## src/design/jsop_pkg.sv

```systemverilog
// Shared types and constants of the job stream option parser.
// No dependencies; imported by the parser core and the testbench files.
`default_nettype none
package jsop_pkg;

  typedef enum logic [2:0] {
    ST_WAIT,
    ST_WAIT_ESC,
    ST_BODY,
    ST_BODY_ESC,
    ST_HEADER,
    ST_ID,
    ST_PAYLOAD,
    ST_FLUSH
  } state_t;

  typedef enum logic [2:0] {
    KIND_START = 3'd0,
    KIND_END   = 3'd1,
    KIND_PAGE  = 3'd2,
    KIND_VALUE = 3'd3,
    KIND_EMPTY = 3'd4,
    KIND_ERROR = 3'd5
  } kind_t;

  localparam logic [7:0] BYTE_SEP_LEAD = 8'h1e;
  localparam logic [7:0] BYTE_SEP_JOB  = 8'h52;
  localparam logic [7:0] BYTE_SEP_OPT  = 8'h26;
  localparam logic [7:0] BYTE_PAGE     = 8'h0c;
  localparam logic [7:0] BYTE_DIGIT_0  = 8'h30;
  localparam logic [7:0] BYTE_DIGIT_9  = 8'h39;

  localparam int unsigned CFG_INDEX_BITS = 2;
  localparam int unsigned CFG_DATA_BITS  = 8;
  localparam logic [CFG_INDEX_BITS-1:0] CFG_VARLEN_A = 2'd0;
  localparam logic [CFG_INDEX_BITS-1:0] CFG_VARLEN_B = 2'd1;
  localparam logic [CFG_INDEX_BITS-1:0] CFG_VARLEN_C = 2'd2;

  localparam logic [7:0] VARLEN_A_RST = 8'd105;
  localparam logic [7:0] VARLEN_B_RST = 8'd101;
  localparam logic [7:0] VARLEN_C_RST = 8'd110;

endpackage
`default_nettype wire

```

## src/design/jsop_in_if.sv

```systemverilog
// Input byte channel: valid/ready handshake carrying one stream byte.
// No dependencies.
`default_nettype none
interface jsop_in_if;
  logic       valid;
  logic       ready;
  logic [7:0] in_byte;

  modport source (output valid, output in_byte, input ready);
  modport sink   (input valid, input in_byte, output ready);
endinterface
`default_nettype wire

```

## src/design/jsop_out_if.sv

```systemverilog
// Result channel: valid/ready handshake carrying one parser result.
// No dependencies.
`default_nettype none
interface jsop_out_if;
  logic       valid;
  logic       ready;
  logic [2:0] kind;
  logic [7:0] option_id;
  logic [7:0] data_byte;
  logic       last;

  modport source (output valid, output kind, output option_id, output data_byte,
                  output last, input ready);
  modport sink   (input valid, input kind, input option_id, input data_byte,
                  input last, output ready);
endinterface
`default_nettype wire

```

## src/design/jsop_ram.sv

```systemverilog
// Generic single-write, single-read RAM with registered read data.
// No dependencies.
`default_nettype none
module jsop_ram #(
  parameter int unsigned WIDTH = 8,
  parameter int unsigned DEPTH = 16
) (
  input  wire logic                     clk,
  input  wire logic                     we,
  input  wire logic [$clog2(DEPTH)-1:0] waddr,
  input  wire logic [WIDTH-1:0]         wdata,
  input  wire logic                     re,
  input  wire logic [$clog2(DEPTH)-1:0] raddr,
  output logic      [WIDTH-1:0]         rdata
);

  logic [WIDTH-1:0] mem [DEPTH];

  always_ff @(posedge clk) begin
    if (we) begin
      mem[waddr] <= wdata;
    end
    if (re) begin
      rdata <= mem[raddr];
    end
  end

endmodule
`default_nettype wire

```

## src/design/job_stream_option_parser_core.sv

```systemverilog
// Top level of the job stream option parser: state machine, length decode,
// header memory (jsop_ram) and output register. Uses jsop_pkg, jsop_in_if, jsop_out_if.
`default_nettype none
// The parser takes one stream byte per request and gives at most one result per
// byte, except for the id byte of a fixed-value option, which replays the
// buffered header as one value byte per header byte. A byte is taken whenever
// the output register is free or being emptied, except during the replay. The
// replay reads the header memory one entry at a time, a read then an output of
// that entry, and holds the input until the last buffered header byte is given
// out. The header memory needs no clearing after reset; only entries written in
// the current option are ever read.
module job_stream_option_parser_core
  import jsop_pkg::*;
#(
  parameter int unsigned HEADER_DEPTH = 16,
  parameter int unsigned LENGTH_BITS  = 16
) (
  input  wire logic                      clk,
  input  wire logic                      rst,
  input  wire logic                      cfg_we,
  input  wire logic [CFG_INDEX_BITS-1:0] cfg_index,
  input  wire logic [CFG_DATA_BITS-1:0]  cfg_data,
  jsop_in_if.sink                        in_ch,
  jsop_out_if.source                     out_ch
);

  localparam int unsigned AW = $clog2(HEADER_DEPTH);
  localparam int unsigned CW = $clog2(HEADER_DEPTH + 1);
  localparam int unsigned NW = LENGTH_BITS + 4;
  localparam logic [CW-1:0] COUNT_FULL = CW'(HEADER_DEPTH);

  state_t state, state_next;

  logic [7:0] varlen_a, varlen_b, varlen_c;

  logic [CW-1:0]          hdr_count, hdr_count_next;
  logic [LENGTH_BITS-1:0] len_value, len_value_next;
  logic                   digits_ended, digits_ended_next;
  logic [LENGTH_BITS-1:0] payload_left, payload_left_next;
  logic [7:0]             current_id, current_id_next;
  logic [CW-1:0]          rd_idx, rd_idx_next;
  logic                   rd_pend, rd_pend_next;

  logic       out_valid;
  kind_t      out_kind;
  logic [7:0] out_id, out_data;
  logic       out_last;

  logic       res_load;
  kind_t      res_kind;
  logic [7:0] res_id, res_data;
  logic       res_last;

  logic             wr_en, rd_en;
  logic [7:0]       rd_data;
  logic [7:0]       b;
  logic             in_acc, out_free, flush_take, flush_last;
  logic             is_varlen, hdr_full, is_digit;
  logic [3:0]       digit;
  logic [NW-1:0]    len_mul;
  logic [LENGTH_BITS-1:0] len_sat;
  logic [LENGTH_BITS-1:0] payload_dec;
  logic [CW-1:0]    rd_idx_inc;

  assign b          = in_ch.in_byte;
  assign out_free   = !out_valid || out_ch.ready;
  assign in_ch.ready = (state != ST_FLUSH) && out_free;
  assign in_acc     = in_ch.valid && in_ch.ready;
  assign flush_take = (state == ST_FLUSH) && rd_pend && out_free;
  assign rd_idx_inc = rd_idx + 1'b1;
  assign flush_last = (rd_idx_inc == hdr_count);

  assign is_varlen = (b == varlen_a) || (b == varlen_b) || (b == varlen_c);
  assign hdr_full  = (hdr_count >= COUNT_FULL);
  assign is_digit  = (b >= BYTE_DIGIT_0) && (b <= BYTE_DIGIT_9);
  assign digit     = 4'(b - BYTE_DIGIT_0);
  assign len_mul   = NW'({len_value, 3'b000}) + NW'({len_value, 1'b0}) + NW'(digit);
  assign len_sat   = (|len_mul[NW-1:LENGTH_BITS]) ? {LENGTH_BITS{1'b1}}
                                                  : len_mul[LENGTH_BITS-1:0];
  assign payload_dec = payload_left - 1'b1;

  // next state
  always_comb begin
    state_next = state;
    case (state)
      ST_WAIT: begin
        if (in_acc && b == BYTE_SEP_LEAD) state_next = ST_WAIT_ESC;
      end
      ST_WAIT_ESC: begin
        if (in_acc) begin
          if (b == BYTE_SEP_JOB) state_next = ST_BODY;
          else if (b != BYTE_SEP_LEAD) state_next = ST_WAIT;
        end
      end
      ST_BODY: begin
        if (in_acc && b == BYTE_SEP_LEAD) state_next = ST_BODY_ESC;
      end
      ST_BODY_ESC: begin
        if (in_acc) begin
          if (b == BYTE_SEP_JOB) state_next = ST_WAIT;
          else if (b == BYTE_SEP_OPT) state_next = ST_HEADER;
          else state_next = ST_BODY;
        end
      end
      ST_HEADER: begin
        if (in_acc) begin
          if (b == BYTE_SEP_OPT) state_next = ST_ID;
          else if (hdr_full) state_next = ST_BODY;
        end
      end
      ST_ID: begin
        if (in_acc) begin
          if (is_varlen) state_next = (len_value == '0) ? ST_BODY : ST_PAYLOAD;
          else state_next = (hdr_count == '0) ? ST_BODY : ST_FLUSH;
        end
      end
      ST_PAYLOAD: begin
        if (in_acc && payload_dec == '0) state_next = ST_BODY;
      end
      ST_FLUSH: begin
        if (flush_take && flush_last) state_next = ST_BODY;
      end
      default: state_next = ST_WAIT;
    endcase
  end

  // datapath and results
  always_comb begin
    hdr_count_next    = hdr_count;
    len_value_next    = len_value;
    digits_ended_next = digits_ended;
    payload_left_next = payload_left;
    current_id_next   = current_id;
    rd_idx_next       = rd_idx;
    rd_pend_next      = rd_pend;
    wr_en    = 1'b0;
    rd_en    = 1'b0;
    res_load = 1'b0;
    res_kind = KIND_ERROR;
    res_id   = '0;
    res_data = '0;
    res_last = 1'b0;
    case (state)
      ST_WAIT_ESC: begin
        if (in_acc && b == BYTE_SEP_JOB) begin
          res_load = 1'b1;
          res_kind = KIND_START;
        end
      end
      ST_BODY: begin
        if (in_acc) begin
          if (b == BYTE_PAGE) begin
            res_load = 1'b1;
            res_kind = KIND_PAGE;
          end else if (b != BYTE_SEP_LEAD) begin
            res_load = 1'b1;
            res_data = b;
          end
        end
      end
      ST_BODY_ESC: begin
        if (in_acc) begin
          if (b == BYTE_SEP_JOB) begin
            res_load = 1'b1;
            res_kind = KIND_END;
          end else if (b == BYTE_SEP_OPT) begin
            hdr_count_next    = '0;
            len_value_next    = '0;
            digits_ended_next = 1'b0;
          end else begin
            res_load = 1'b1;
            res_data = b;
          end
        end
      end
      ST_HEADER: begin
        if (in_acc && b != BYTE_SEP_OPT) begin
          if (hdr_full) begin
            res_load = 1'b1;
            res_data = b;
          end else begin
            wr_en          = 1'b1;
            hdr_count_next = hdr_count + 1'b1;
            if (!digits_ended && is_digit) len_value_next = len_sat;
            else digits_ended_next = 1'b1;
          end
        end
      end
      ST_ID: begin
        if (in_acc) begin
          current_id_next = b;
          rd_idx_next     = '0;
          rd_pend_next    = 1'b0;
          if (is_varlen) payload_left_next = len_value;
          if ((is_varlen && len_value == '0) || (!is_varlen && hdr_count == '0)) begin
            res_load = 1'b1;
            res_kind = KIND_EMPTY;
            res_id   = b;
            res_last = 1'b1;
          end
        end
      end
      ST_PAYLOAD: begin
        if (in_acc) begin
          payload_left_next = payload_dec;
          res_load = 1'b1;
          res_kind = KIND_VALUE;
          res_id   = current_id;
          res_data = b;
          res_last = (payload_dec == '0);
        end
      end
      ST_FLUSH: begin
        if (!rd_pend) begin
          rd_en        = 1'b1;
          rd_pend_next = 1'b1;
        end else if (flush_take) begin
          rd_pend_next = 1'b0;
          rd_idx_next  = rd_idx_inc;
          res_load = 1'b1;
          res_kind = KIND_VALUE;
          res_id   = current_id;
          res_data = rd_data;
          res_last = flush_last;
        end
      end
      default: begin
      end
    endcase
  end

  always_ff @(posedge clk) begin
    if (rst) begin
      state        <= ST_WAIT;
      varlen_a     <= VARLEN_A_RST;
      varlen_b     <= VARLEN_B_RST;
      varlen_c     <= VARLEN_C_RST;
      hdr_count    <= '0;
      len_value    <= '0;
      digits_ended <= 1'b0;
      payload_left <= '0;
      current_id   <= '0;
      rd_idx       <= '0;
      rd_pend      <= 1'b0;
      out_valid    <= 1'b0;
    end else begin
      state        <= state_next;
      hdr_count    <= hdr_count_next;
      len_value    <= len_value_next;
      digits_ended <= digits_ended_next;
      payload_left <= payload_left_next;
      current_id   <= current_id_next;
      rd_idx       <= rd_idx_next;
      rd_pend      <= rd_pend_next;
      if (res_load) out_valid <= 1'b1;
      else if (out_ch.ready) out_valid <= 1'b0;
      if (cfg_we) begin
        case (cfg_index)
          CFG_VARLEN_A: varlen_a <= cfg_data;
          CFG_VARLEN_B: varlen_b <= cfg_data;
          CFG_VARLEN_C: varlen_c <= cfg_data;
          default: begin
          end
        endcase
      end
    end
  end

  always_ff @(posedge clk) begin
    if (res_load) begin
      out_kind <= res_kind;
      out_id   <= res_id;
      out_data <= res_data;
      out_last <= res_last;
    end
  end

  jsop_ram #(
    .WIDTH (8),
    .DEPTH (HEADER_DEPTH)
  ) u_header_ram (
    .clk   (clk),
    .we    (wr_en),
    .waddr (hdr_count[AW-1:0]),
    .wdata (b),
    .re    (rd_en),
    .raddr (rd_idx[AW-1:0]),
    .rdata (rd_data)
  );

  assign out_ch.valid     = out_valid;
  assign out_ch.kind      = out_kind;
  assign out_ch.option_id = out_id;
  assign out_ch.data_byte = out_data;
  assign out_ch.last      = out_last;

`ifndef SYNTHESIS
  a_count_bound: assert property (@(posedge clk) disable iff (rst)
    hdr_count <= COUNT_FULL)
    else $error("header count beyond depth");

  a_payload_nonzero: assert property (@(posedge clk) disable iff (rst)
    state == ST_PAYLOAD |-> payload_left != '0)
    else $error("payload phase with nothing left");

  a_flush_range: assert property (@(posedge clk) disable iff (rst)
    state == ST_FLUSH |-> (hdr_count != '0) && (rd_idx < hdr_count))
    else $error("replay index outside buffered header");

  a_flush_no_overrun: assert property (@(posedge clk) disable iff (rst)
    flush_take && flush_last |=> state == ST_BODY)
    else $error("replay did not end after last header byte");
`endif

endmodule
`default_nettype wire

```

## src/flat_wrapper.sv

```systemverilog
// flat-port wrapper written by rule: the top's interface ports become plain ports
module job_stream_option_parser_core_flat import jsop_pkg::*;
#(
  parameter int unsigned HEADER_DEPTH = 16,
  parameter int unsigned LENGTH_BITS  = 16
)
  (clk, rst, cfg_we, cfg_index, cfg_data, in_ch_valid, in_ch_in_byte, in_ch_ready, out_ch_valid, out_ch_kind, out_ch_option_id, out_ch_data_byte, out_ch_last, out_ch_ready);
  jsop_in_if in_ch_i ();
  jsop_out_if out_ch_i ();
  input  wire logic clk;
  input  wire logic rst;
  input  wire logic cfg_we;
  input  wire logic [CFG_INDEX_BITS-1:0] cfg_index;
  input  wire logic [CFG_DATA_BITS-1:0] cfg_data;
  input wire logic [$bits(in_ch_i.valid)-1:0] in_ch_valid;
  input wire logic [$bits(in_ch_i.in_byte)-1:0] in_ch_in_byte;
  output wire logic [$bits(in_ch_i.ready)-1:0] in_ch_ready;
  output wire logic [$bits(out_ch_i.valid)-1:0] out_ch_valid;
  output wire logic [$bits(out_ch_i.kind)-1:0] out_ch_kind;
  output wire logic [$bits(out_ch_i.option_id)-1:0] out_ch_option_id;
  output wire logic [$bits(out_ch_i.data_byte)-1:0] out_ch_data_byte;
  output wire logic [$bits(out_ch_i.last)-1:0] out_ch_last;
  input wire logic [$bits(out_ch_i.ready)-1:0] out_ch_ready;
  assign in_ch_i.valid = in_ch_valid;
  assign in_ch_i.in_byte = in_ch_in_byte;
  assign in_ch_ready = in_ch_i.ready;
  assign out_ch_valid = out_ch_i.valid;
  assign out_ch_kind = out_ch_i.kind;
  assign out_ch_option_id = out_ch_i.option_id;
  assign out_ch_data_byte = out_ch_i.data_byte;
  assign out_ch_last = out_ch_i.last;
  assign out_ch_i.ready = out_ch_ready;
  job_stream_option_parser_core #(.HEADER_DEPTH(HEADER_DEPTH), .LENGTH_BITS(LENGTH_BITS)) u_core (.clk(clk), .rst(rst), .cfg_we(cfg_we), .cfg_index(cfg_index), .cfg_data(cfg_data), .in_ch(in_ch_i), .out_ch(out_ch_i));
endmodule
```

## config.mk

```make
export PLATFORM = sky130hd
export DESIGN_NAME = job_stream_option_parser_core_flat
export DESIGN_NICKNAME = d
export VERILOG_FILES = /design/src/design/jsop_pkg.sv /design/src/design/jsop_in_if.sv /design/src/design/jsop_out_if.sv /design/src/design/jsop_ram.sv /design/src/design/job_stream_option_parser_core.sv /design/src/flat_wrapper.sv
export SDC_FILE = /design/constraint.sdc
export NUM_CORES = 1
export LEC_CHECK = 0
export BUFFER_PORTS_ARGS = -buffer_cell sky130_fd_sc_hd__buf_2
export CORE_MARGIN = 2
export CORE_UTILIZATION = 50
export CTS_CLUSTER_SIZE = 28
export DETAILED_ROUTE_END_ITERATION = 12
export GPL_TIMING_DRIVEN = 0
export PLACE_DENSITY = 0.64
export SLEW_MARGIN = 20
export SYNTH_ARGS = -nofsm -noshare
export SYNTH_HDL_FRONTEND = slang
export SYNTH_SLANG_ARGS = --single-unit
```

## constraint.sdc

```tcl
create_clock -name clk -period 3.4 [get_ports clk]
set_input_delay 0.34 -clock clk [delete_from_list [all_inputs] [get_ports clk]]
set_output_delay 0.34 -clock clk [all_outputs]
set_load 0.05 [all_outputs]
```

==> Word-level counts from Yosys, hierarchy flattened <==
Memory sizes are Yosys's and may differ from the RTL's. A register that Yosys moved wholly into a read port is not among the register bits.
Cells that the tools add are included.
{ "totals": {"reg_bits": 100, "mem_bits_rw": 128, "input_bits": 23, "out_inout_bits": 22, "elab_cells": 215, "n_memories": 1} }
{ "mem_list": {"columns": ["memory", "depth", "width", "read_ports", "rd_ports_with_merged_regs", "wr", "line", "source"], "rows": [
  ["u_core.u_header_ram.mem", 16, 8, 1, 1, 1, "jsop_ram.sv:17", "logic [WIDTH-1:0] mem [DEPTH];"]
]} }
{ "op_classes": {"n_addsub": 6, "n_lt_le_gt_ge": 3, "eq_ne": 40, "muxes": 108, "n_reduce_logical": 41} }
{ "ops": {"columns": ["cell", "n"], "rows": [
  ["$mux W16", 10],
  ["$mux W8", 16],
  ["$mux W3", 26],
  ["$pmux W16 S2", 2],
  ["$mux W5", 8],
  ["$pmux W8 S5", 1],
  ["$mux W1", 36],
  ["$logic_not A16 Y1", 2],
  ["$ne A2 B1 Y1 const B", 14],
  ["$eq A8 B8 Y1", 3],
  ["$pmux W3 S8", 1],
  ["$pmux W8 S3", 1],
  ["$add A19 B17 Y20", 1],
  ["$add A20 B4 Y20", 1],
  ["$pmux W5 S2", 2],
  ["$pmux W3 S6", 1],
  ["$sub A16 B1 Y16 const B", 1],
  ["$reduce_and A7 Y1", 2],
  ["$logic_and A1 B1 Y1", 13],
  ["$eq A3 B3 Y1 const B", 4],
  ["$add A5 B1 Y5 const B", 2],
  ["$reduce_and A10 Y1", 1],
  ["$reduce_and A2 Y1", 5],
  ["$eq A8 B4 Y1 const B", 1],
  ["29 further kinds", 44]
]} }

==> Logic depth before layout (Yosys ltp) <==
{ "depth": {"depth_word": 10, "depth_mapped": 11, "depth_no_buf": 10} }

==> Modules after synthesis <==
From an unflattened synthesis, not the netlist that was laid out.
{ "hier_totals": {"cells_unflattened": 1005, "hier_area_um2": 11604.9} }
{ "modules_own_cells": {"columns": ["module", "instances", "cells_per_inst", "area_each_um2", "seq_area_each_um2"], "rows": [
  ["job_stream_option_parser_core", 1, 776, 6377.4, 2202.1],
  ["jsop_ram", 1, 229, 5227.5, 4083.9]
]} }

==> Worst setup path before layout <==
No wires, ideal clock.
{ "synth_path": {"path_type": "reg2reg", "from": "register u_core.len_value[0]", "to": "register u_core.len_value[11]", "setup_ns": 0.115, "arrival_ns": 2.827, "required_ns": 3.285, "path_slack_ns": 0.459, "path_stages_with_launch": 11, "n_path_buf": 1, "synth_period_minus_slack_ns": 2.941, "cell_sequence": "dfxtp_1 fa_1 fa_1 a211oi_1 o21ai_0 o211ai_1 a21boi_0 nor3_1 o2111ai_4 buf_6 o21a_1"} }
{ "synth_between": {"elab_chain_len": 8} }
{ "synth_rtl": {"columns": ["element", "line", "source"], "rows": [
  ["from (decl)", "job_stream_option_parser_core.sv:37", "logic [LENGTH_BITS-1:0] len_value, len_value_next;"],
  ["from (signal assigned)", "job_stream_option_parser_core.sv:249", "len_value <= len_value_next;"],
  ["$add A19 B17 Y20 (*)", "job_stream_option_parser_core.sv:77", "assign len_mul = NW'({len_value, 3'b000}) + NW'({len_value, 1'b0}) + NW'(digit);"],
  ["$add A20 B4 Y20 (*)", "job_stream_option_parser_core.sv:77", null],
  ["$reduce_or A4 Y1", "job_stream_option_parser_core.sv:78", "assign len_sat = (|len_mul[NW-1:LENGTH_BITS]) ? {LENGTH_BITS{1'b1}}"],
  ["$mux W16 (*)", "job_stream_option_parser_core.sv:78", null],
  ["$mux W16 (*)", "job_stream_option_parser_core.sv:184", "if (!digits_ended && is_digit) len_value_next = len_sat;"],
  ["$mux W16 (*)", "job_stream_option_parser_core.sv:178", "if (hdr_full) begin"],
  ["$mux W16 (*)", "job_stream_option_parser_core.sv:177", "if (in_acc && b != BYTE_SEP_OPT) begin"],
  ["$pmux W16 S2 (*)", "job_stream_option_parser_core.sv:143", "case (state)"]
]} }
Every way passes the cells marked *; elsewhere a longest branch is shown, timed or not. The select of a mux whose other input is x is not followed.
A chain may end at the register's enable or synchronous reset.

==> Final worst setup path <==
{ "layout_path": {"from": "register u_core.len_value[0]", "to": "register u_core.len_value[12]"} }
The elaborated chain is that of the path after synthesis.

==> key figures <==
Timing
  – Final Hold Viols: 0
  – Final period demand of the worst path: approximately 3.2 ns
  – Finish-stage setup viols: 0
  – Total Neg Setup Slack: 0 ns
  – Final WS setup: 0.2048 ns
  – Pins Over Slew Limit: 0
  – RSZ-0062 raised after global routing: false
  – Tcrit/Tclk final: 0.9398
  – Worst-margin pin slew: 0.9289 ns
  – FMAX: approximately 310 MHz
  – Clock skew: about 0.012 ns
  – Max_slew headroom: 0.3808

Placement
  – Area after detailed placement: 12270 um^2
  – I/O Buffers: 44
  – DP Wirelength: 19.03 mm
  – Final Wtd Congestion: roughly 0.87
  – Pre-CTS setup slack: -0.5923 ns

Synthesis
  – Post-synth top flop: edfxtp_1
  – FFs w/ async S/R, synth: 0
  – Synth cell count leaders: edfxtp_1 (156), nand2_1 (94), dfxtp_1 (80)
  – Yosys top cell area share: 0.4023
  – Cell variety after synth: 76
  – Top post-synthesis cells by area: edfxtp_1 (40%), dfxtp_1 (14%), mux4_2 (7.7%), ha_1 (4.1%), a21oi_1 (3.4%)
  – Mapped Area: 11640 um^2
  – YS warnings: 0
  – Mapped Cells: roughly 1000
  – Sequential share of the synthesized area: 0.5399
  – Post-synth EDFFs: 156
  – Area leader, netlist: edfxtp_1
  – Leading cell type by number of instances after synthesis: edfxtp_1
  – Syn_nets: 1045
  – Synth Register Bits: 236
  – Syn Area/Cell: 11.86 um^2

Die
  – Initial Utilization: 0.5112
  – CORE AREA: approximately 23000 um^2
  – Row cnt: between 50 and 60
  – Die ar.: 24520 um^2
  – Die X: about 160 um
  – IO Pins: 45
  – Die Span Y: 156.6 um

Power and ir drop
  – Gate power share: 0.027
  – Flop pwr share: 0.504
  – Power density cells: 461.8 nW/um^2
  – Net switching fraction of the power: 0.2137
  – Clock share of power: 0.469
  – Lkg Pwr: 4.727 nW
  – Sw power: 1.298 mW
  – Worst vdd ir: 0.3375 mV
  – Total power: ~6.1 mW
  – Internal: 4.776 mW

Final layout
  – Layout Nets: 1116
  – Area Growth Syn to Fin: 12.95%
  – Share of cells above drive strength 1: 0.1614
  – Design area: 13150 um^2
  – Ant diodes: 0

Routing
  – Antenna-violating nets left: 0
  – DR WL/cell: 19.67 um
  – Vias/cell: 5.781
  – Pre-Repair DR Iteration Count: 5
  – Routed wire length: 27.24 mm
  – Drt drc: 0
  – Via count: about 8000
  – DR iter-0 viols: 657

Min path
  – Min-delay src: cfg_data[6]
  – Hold crit path type: in -> reg

Worst setup path
  – Worst Path Arrival: approximately 3.7 ns
  – Worst Setup Start Kind: register
  – CP endpoint kind: register
  – Worst Setup SP: u_core.len_value[0]
  – Max Fanout on Critical Path: 10
  – R2r startpoint: u_core.len_value[0]
  – Worst EP required: 3.88 ns
  – Crit Path Class: reg -> reg

Clock tree
  – Total clock sinks: 236
  – Skew-Pair Late Insertion Delay: 0.54 ns
  – CTS max path bufs: 3
  – CTS Buf Count: 25
  – CTS clk-pin slew, worst paths: 0.06 ns
  – CTS tree: done
  – # H-tree levels: 1
  – Root Buffer: clkbuf_16
  – # hold bufs at CTS: 0

GRT
  – Overflow after GRT: 0
  – Global-route wire length before repair: 43.38 mm
  – Initial antenna violation count: 0
  – Largest net degree at the start of global routing: 21
  – Gr usage total: 0.2284
  – Vias in the first global route: 7851

Outcome
  – Status: complete, no violations

Run
  – Max Cap Viol: 0
==> worst max-delay path, stage by stage (launching register included) <==
cell and delay (ns):
dfxtp_2 0.40, fa_1 0.48, fa_1 0.50, a211oi_2 0.29, o21ai_0 0.18, o211ai_1 0.20
a21boi_0 0.20, o21a_1 0.24, o2111ai_4 0.32, buf_6 0.20, o21a_1 0.13
==> state kept, by name (all words and copies together), names as in the netlist, 3 cells and up <==
| register | count |
|---|---|
| u_core.current_id | 8 |
| u_core.hdr_count | 5 |
| u_core.len_value | 16 |
| u_core.out_ch.data_byte | 8 |
| u_core.out_ch.kind | 3 |
| u_core.out_ch.option_id | 8 |
| u_core.payload_left | 16 |
| u_core.rd_idx | 5 |
| u_core.state | 3 |
| u_core.u_header_ram.mem | 128 |
| u_core.u_header_ram.rdata | 8 |
| u_core.varlen_a | 8 |
| u_core.varlen_b | 8 |
| u_core.varlen_c | 8 |
==> worst paths after layout <==
kind                                to  slack, ns  depth (start not counted)
hold reg to reg     u_core.varlen_c[0]       0.47                          2
setup / recovery  u_core.len_value[12]       0.20                         10
hold / removal      u_core.varlen_b[6]       0.05                          3
setup reg to reg  u_core.len_value[12]       0.20                         10
==> logic make-up after synthesis <==
kind of cell / after synthesis / synth area share
flops: 236 / 0.5399
fa+ha+maj: 40 / 0.04427
mux: 58 / 0.09284
simple gates: 310 / 0.1367
compound gates: 206 / 0.1155
xor+xnor: 50 / 0.03761
buf+inv: 82 / 0.03320
==> routing by layer <==
layer,global-route usage,vias to the layer above,routed length (um)
li1,-,3844,-
met2,0.3598,221,12550
met1,0.3374,3903,12750
met3,0.03185,38,1466
met5,0,-,0
met4,0.05417,0,473
==> cells in the final DEF, fill, tap and decap left out, drive strengths merged, types with 24 or more instances in the layout <==
master and count:
edfxtp 156, nand2 94, dfxtp 80, a21oi 79, nor2 71, buf 70
clkbuf 60, mux4 40, ha 38, o21ai 32, xor2 31, nand3 25
inv 24, nor3 24
==> final cells by class <==
class	instances	area, um^2
plain buffers	60	304.0
flip-flops and latches	236	6290
inverters	22	82.58
well taps	313	391.6
fillers	1855	9627
clock buffers	26	629.4
clock inverters	20	231.5
multi-input cells	664	5002
repair buffers	44	220.2
==> power by group through the flow <==
stage / sequential [mW] / clock [mW] / combinational, mW
2_1_floorplan: 3.13 / 0 / 0.0871
3_3_place_gp: 3.13 / 0 / 0.161
3_5_place_dp: 3.13 / 0 / 0.162
4_1_cts: 3.06 / 2.89 / 0.163
5_1_grt: 3.06 / 3.01 / 0.178
6_report: 3.06 / 2.85 / 0.162
==> what timing repair did <==
item / CTS / global route
resized for setup: 3 / 5
pin swaps: 0 / 0
setup buffers: 0 / 0
setup endpoints to repair: 30 / 16
==> stage by stage <==
step | utilization | hold slack, ns | instances
floorplan | - | 0.4389 | 982
detailed placement | 0.5385 | 0.4604 | 1339
CTS | 0.5768 | 0.03950 | 1385
finish | 0.5774 | 0.05396 | 1385
global route | 0.5774 | 0.06147 | 1385
global placement | 0.5380 | 0.4567 | 1339
No activity file was read; power rests on OpenSTA's default activity.
